## src/sv/s3x_pkg.sv

```systemverilog
// Shared types, constants and the Scale3x block function for the upscaler.
// Depends on nothing; used by every module of the block.
`default_nettype none

package s3x_pkg;

    localparam int MAX_WIDTH  = 1024;
    localparam int MAX_HEIGHT = 1024;
    localparam int COL_W      = $clog2(MAX_WIDTH);
    localparam int ROW_W      = $clog2(MAX_HEIGHT);
    localparam int SIZE_W     = 11;
    localparam int CFG_IDX_W  = 1;
    localparam int NUM_SLOTS  = 4;

    localparam logic [CFG_IDX_W-1:0] REG_IMAGE_WIDTH  = 1'b0;
    localparam logic [CFG_IDX_W-1:0] REG_IMAGE_HEIGHT = 1'b1;

    typedef logic [7:0]           pix_t;
    typedef logic [COL_W-1:0]     col_t;
    typedef logic [ROW_W-1:0]     row_t;
    typedef logic [SIZE_W-1:0]    size_t;
    typedef logic [NUM_SLOTS-1:0] slot_mask_t;
    typedef pix_t [2:0]           trio_t;
    typedef trio_t [2:0]          win_t;
    typedef pix_t [8:0]           blk_t;

    typedef struct packed {
        win_t       win;
        col_t       col;
        row_t       row;
        slot_mask_t mask;
    } job_t;

    typedef struct packed {
        logic we;
        col_t addr;
        pix_t up;
        pix_t mid;
    } line_wr_t;

    function automatic size_t clamp_size(input size_t v, input size_t max_v);
        size_t r;
        if (v == '0) begin
            r = size_t'(1);
        end
        else if (v > max_v) begin
            r = max_v;
        end
        else begin
            r = v;
        end
        return r;
    endfunction

    function automatic blk_t scale3x_block(input pix_t a, input pix_t b, input pix_t c,
                                           input pix_t d, input pix_t e, input pix_t f,
                                           input pix_t g, input pix_t h, input pix_t i);
        logic db;
        logic bf;
        logic hd;
        logic fh;
        blk_t o;
        db = (d == b) && (d != h) && (b != f);
        bf = (b == f) && (b != d) && (f != h);
        hd = (h == d) && (h != f) && (d != b);
        fh = (f == h) && (f != b) && (h != d);
        o[0] = db ? d : e;
        o[1] = ((db && (e != c)) || (bf && (e != a))) ? b : e;
        o[2] = bf ? f : e;
        o[3] = ((hd && (e != a)) || (db && (e != g))) ? d : e;
        o[4] = e;
        o[5] = ((bf && (e != i)) || (fh && (e != c))) ? f : e;
        o[6] = hd ? d : e;
        o[7] = ((fh && (e != g)) || (hd && (e != i))) ? h : e;
        o[8] = fh ? f : e;
        return o;
    endfunction

endpackage

`default_nettype wire

```

## src/sv/s3x_block_emit.sv

```systemverilog
// Holds one item's window and sends out its pending Scale3x blocks, one per cycle while
// the output is not stalled, through an output register. Depends on s3x_pkg.
`default_nettype none

module s3x_block_emit (
    input  wire logic          clk,
    input  wire logic          rst_n,
    input  wire logic          load,
    input  wire s3x_pkg::job_t job_in,
    output logic               free,
    input  wire logic          out_ready,
    output logic               out_valid,
    output s3x_pkg::blk_t      out_blk,
    output s3x_pkg::col_t      out_col,
    output s3x_pkg::row_t      out_row,
    output logic               out_last
);
    import s3x_pkg::*;

    job_t       job_reg;
    slot_mask_t mask_reg;
    logic       job_valid_reg;
    logic       out_valid_reg;
    blk_t       blk_reg;
    col_t       col_reg;
    row_t       row_reg;
    logic       last_reg;

    slot_mask_t pick;
    slot_mask_t rest;
    logic       emit_fire;
    logic       job_done;
    logic       lower;
    logic       right;
    logic [1:0] ri0;
    logic [1:0] ri1;
    logic [1:0] ci0;
    logic [1:0] ci1;
    blk_t       blk_next;
    col_t       col_next;
    row_t       row_next;

    assign pick      = mask_reg & (~mask_reg + slot_mask_t'(1));
    assign rest      = mask_reg & ~pick;
    assign emit_fire = job_valid_reg && (!out_valid_reg || out_ready);
    assign job_done  = emit_fire && (rest == '0);
    assign free      = !job_valid_reg || job_done;

    assign lower = pick[2] | pick[3];
    assign right = pick[1] | pick[3];

    always_comb
    begin
        ri0 = lower ? 2'd1 : 2'd0;
        ri1 = lower ? 2'd2 : 2'd1;
        ci0 = right ? 2'd1 : 2'd0;
        ci1 = right ? 2'd2 : 2'd1;
        blk_next = scale3x_block(job_reg.win[ri0][ci0], job_reg.win[ri0][ci1],
                                 job_reg.win[ri0][2], job_reg.win[ri1][ci0],
                                 job_reg.win[ri1][ci1], job_reg.win[ri1][2],
                                 job_reg.win[2][ci0], job_reg.win[2][ci1],
                                 job_reg.win[2][2]);
        col_next = right ? job_reg.col : job_reg.col - col_t'(1);
        row_next = lower ? job_reg.row : job_reg.row - row_t'(1);
    end

    always_ff @(posedge clk or negedge rst_n)
    begin
        if (!rst_n)
        begin
            job_valid_reg <= 1'b0;
            mask_reg      <= '0;
            out_valid_reg <= 1'b0;
        end
        else
        begin
            if (load)
            begin
                job_valid_reg <= 1'b1;
                mask_reg      <= job_in.mask;
            end
            else if (job_done)
            begin
                job_valid_reg <= 1'b0;
                mask_reg      <= '0;
            end
            else if (emit_fire)
            begin
                mask_reg <= rest;
            end

            if (emit_fire)
            begin
                out_valid_reg <= 1'b1;
            end
            else if (out_ready)
            begin
                out_valid_reg <= 1'b0;
            end
        end
    end

    always_ff @(posedge clk)
    begin
        if (load)
        begin
            job_reg <= job_in;
        end
        if (emit_fire)
        begin
            blk_reg  <= blk_next;
            col_reg  <= col_next;
            row_reg  <= row_next;
            last_reg <= (rest == '0);
        end
    end

    assign out_valid = out_valid_reg;
    assign out_blk   = blk_reg;
    assign out_col   = col_reg;
    assign out_row   = row_reg;
    assign out_last  = last_reg;

endmodule

`default_nettype wire

```

## config.mk

```make
export PLATFORM = sky130hd
export DESIGN_NAME = s3x_block_emit
export DESIGN_NICKNAME = d
export VERILOG_FILES = /design/src/sv/s3x_pkg.sv /design/src/sv/s3x_block_emit.sv
export SDC_FILE = /design/constraint.sdc
export NUM_CORES = 1
export LEC_CHECK = 0
export BUFFER_PORTS_ARGS = -buffer_cell sky130_fd_sc_hd__buf_2
export CAP_MARGIN = 25
export CORE_ASPECT_RATIO = 1.4
export CORE_MARGIN = 5
export CORE_UTILIZATION = 31
export CTS_BUF_LIST = sky130_fd_sc_hd__clkbuf_8
export DETAILED_ROUTE_END_ITERATION = 16
export PLACE_DENSITY = 0.55
export SYNTH_ARGS = -nofsm -noshare
export SYNTH_HDL_FRONTEND = slang
export SYNTH_SLANG_ARGS = --single-unit
```

## constraint.sdc

```tcl
create_clock -name clk -period 7.9 [get_ports clk]
set_input_delay 0.79 -clock clk [delete_from_list [all_inputs] [get_ports clk]]
set_output_delay 0.79 -clock clk [all_outputs]
set_load 0.05 [all_outputs]
```

==> metrics.json <==
{
  "switchingPower_w": 0.001161,
  "largest_reg_flops": 92,
  "critical_path.slowest_cell": "dfrtp_1",
  "crit_chain": "inv_2 > o21ai_4 > buf_4 > mux2_2 > a222oi_1 > xor2_1 > and2_1 > or3_1 > a2bb2oi_4 > mux2_4",
  "dp_slack_ns": 2.578,
  "post_cts.resized_instances": 0,
  "cts_max_level": 4,
  "ys_top_cells_by_area": "edfxtp_1, mux2i_1, xnor2_1, xor2_1, a21oi_1",
  "hold_slack_ns": 0.1045,
  "max_slew.worst_pin.slew_ns": 0.9350,
  "synth-seq-area-share_pct": 55.97,
  "power_per_cell_area_nw_per_um2": 253.6,
  "cts_setup_buffers": 0,
  "vdd_ir_drop_max_mv": 0.1058,
  "min_path_type": "in -> async",
  "final_layout_size_suffix_gt1_share_pct": 27.80,
  "cts_tree": "done",
  "grt_setup_unrepaired": "no",
  "cp.buffers_inverters": 2,
  "design.final.nets": 1089,
  "worst-setup-path-type": "reg -> reg",
  "yosysTopAreaCellShare_pct": 54.50,
  "rr_startpoint": "mask_reg[0]",
  "hold_viol_final": 0,
  "outcome": "finished, final reports clean",
  "cts_buffer_depth": 2,
  "dieArea_um2": 36660,
  "synth_edf_count": 185,
  "dp_cells": 1408,
  "crit_path_start_kind": "register",
  "timing.final.setup_violations": 0,
  "grt_use_total_pct": 16.55,
  "dr.pass1.iters": 5,
  "die_h_um": 224.6,
  "drt_iter0_drc": 425,
  "syn_avg_cell_area_um2": 12.40,
  "final.setup_skew_ns": 0.009399,
  "postSynthNetCount": 924,
  "power.combinational.fraction_pct": 32.9,
  "arrival_ns": 5.62,
  "layout_min_cycle_time_ns": 5.373,
  "critical_path.endpoint_type": "register",
  "power.switching_fraction_pct": 38.49,
  "synth_async_reset_ratio_pct": 3.141,
  "pin_count_of_the_biggest_net_entering_global_routing": 75,
  "initial_core_util_pct": 31.37,
  "grt_overflow_total": 0,
  "cp_data_required_time_ns": 8.14,
  "synth-main-ff-cell": "edfxtp_1",
  "p_leak_nw": 4.645,
  "hold_buffers": 0,
  "achievable-frequency_mhz": 186.1,
  "yosys_warnings": 0,
  "wire_per_inst_um": 21.32,
  "dieWidth_um": 163.3,
  "port_buffers": 194,
  "num_rows": 78,
  "cts_buffers": 17,
  "setup-tns-final_ns": 0,
  "crit_family": "compound AO/OA/AOI/OAI gates",
  "placeableCoreArea_um2": 32500,
  "crit_path_max_incr_delay_ns": 0.97,
  "clock_power_share_pct": 21.3,
  "clock_tree.root_cell": "clkbuf_8",
  "postSynthRegisterBits": 191,
  "drt-total-wl_um": 30710,
  "post_synth_num_cell_types": 77,
  "power.share.sequential_pct": 45.7,
  "layout_worst_path_cycle_share_pct": 68.02,
  "post_synth_instance_area_um2": 10190,
  "place_congestion": 0.9136,
  "maxSlewViolCount": 0,
  "synthMostInstantiatedCell": "edfxtp_1",
  "via_count": 7065,
  "via_count_of_the_first_global_routing_pass": 7136,
  "route.antenna.remaining_nets": 0,
  "cts.clk_slew.worst_paths_ns": 0.10,
  "drt-vias-per-instance": 4.906,
  "clock_latency_ns": 0.49,
  "max_cap_viol_count": 0,
  "ios": 195,
  "setup_slack_ns": 2.527,
  "grt_first_pass_wirelength_um": 45300,
  "synthesis.instances": 822,
  "insertedDiodeCount": 0,
  "finalNonFillerCells": 1440,
  "crit_fanout": 44,
  "synthToLayoutAreaGrowth_pct": 16.72,
  "cp-startpoint": "mask_reg[0]",
  "synth_area_leader_cell": "edfxtp_1",
  "max-slew-margin-rel_pct": 37.33,
  "post-route-drc-count": 0,
  "intPower_w": 0.001856,
  "grt_antenna_before_repair": 0,
  "cts.sink_count": 191,
  "dp_hpwl_um": 23780,
  "finish.utilization_pct": 36.61,
  "most_instantiated_cells_after_synthesis": "edfxtp_1, mux2i_1, xnor2_1, nand2_1",
  "fillerInstances": 3257
}
## final timing paths
path                       cells after the start  slack, ns       endpoint
setup / recovery                              10       2.53    out_blk[31]
hold / removal                                 1       0.10  job_valid_reg
setup reg to reg                              10       2.53    out_blk[31]
hold reg to reg                                1       0.50      out_valid
max in group asynchronous                      1       7.65    mask_reg[0]
min in group clk                               1       0.47    job_reg[42]
## metal layers
layer / wire [um] / track usage [%] / vias up
met5: 0 / 0 / -
met4: 660 / 5.847 / 0
met3: 1643 / 3.373 / 30
met2: 15780 / 28.34 / 219
met1: 12620 / 20.76 / 3424
li1: - / - / 3392
## cell type report
class | instances | area, um^2 | area share [%]
multi-input cells | 547 | 4113 | 34.57
clock buffers | 17 | 234.0 | 1.967
inverters | 30 | 115.1 | 0.9675
repair buffers | 200 | 1018 | 8.560
well taps | 440 | 550.5 | 4.627
flip-flops and latches | 191 | 5705 | 47.95
clock inverters | 15 | 161.4 | 1.357
## cells in the final DEF, fill, tap and decap left out, types with 6 or more instances in the layout
cell type	synthesis	layout
buf_2	20	193
edfxtp_1	185	185
mux2i_1	74	74
xnor2_1	62	62
nand2_1	53	53
xor2_1	41	41
a21oi_1	41	41
nor2_1	38	38
inv_1	24	23
o21ai_0	23	23
clkbuf_8	0	17
nor4_1	14	14
nand3_1	13	13
nor3_1	12	12
and3_1	12	12
mux2_2	12	12
a211oi_1	11	11
o211ai_1	9	9
a22oi_1	8	8
nor2b_1	7	7
and2_1	7	7
buf_4	3	7
nand4_1	6	6
dfrtp_1	6	6
## cell families (layout without fill, tap and decap cells)
group / after synthesis / count (layout) / share of synthesized area (%)
flops: 191 / 191 / 55.97
mux: 96 / 96 / 9.979
buf+inv: 84 / 262 / 3.682
simple gates: 202 / 202 / 10.59
compound gates: 144 / 144 / 10.68
fa+ha+maj: 2 / 2 / 0.2454
xor+xnor: 103 / 103 / 8.850
## through the flow
| step | area (um^2) | power, W |
|---|---|---|
| finish | 11900 | 0.003017 |
| CTS | 11900 | 0.003054 |
| floorplan | 10190 | 0.002113 |
| global route | 11900 | 0.003161 |
| detailed placement | 11500 | 0.002404 |
| global placement | 11500 | 0.002398 |
## power groups by stage
stage	combinational, W	clock, W	sequential [W]
after global placement	0.000990	0	0.00141
final	0.000993	0.000644	0.00138
after global routing	0.00106	0.000709	0.00139
after CTS	0.00100	0.000671	0.00138
after detailed placement	0.000999	0	0.00141
after floorplan	0.000474	0	0.00164
No activity file was read; power rests on OpenSTA's default activity.
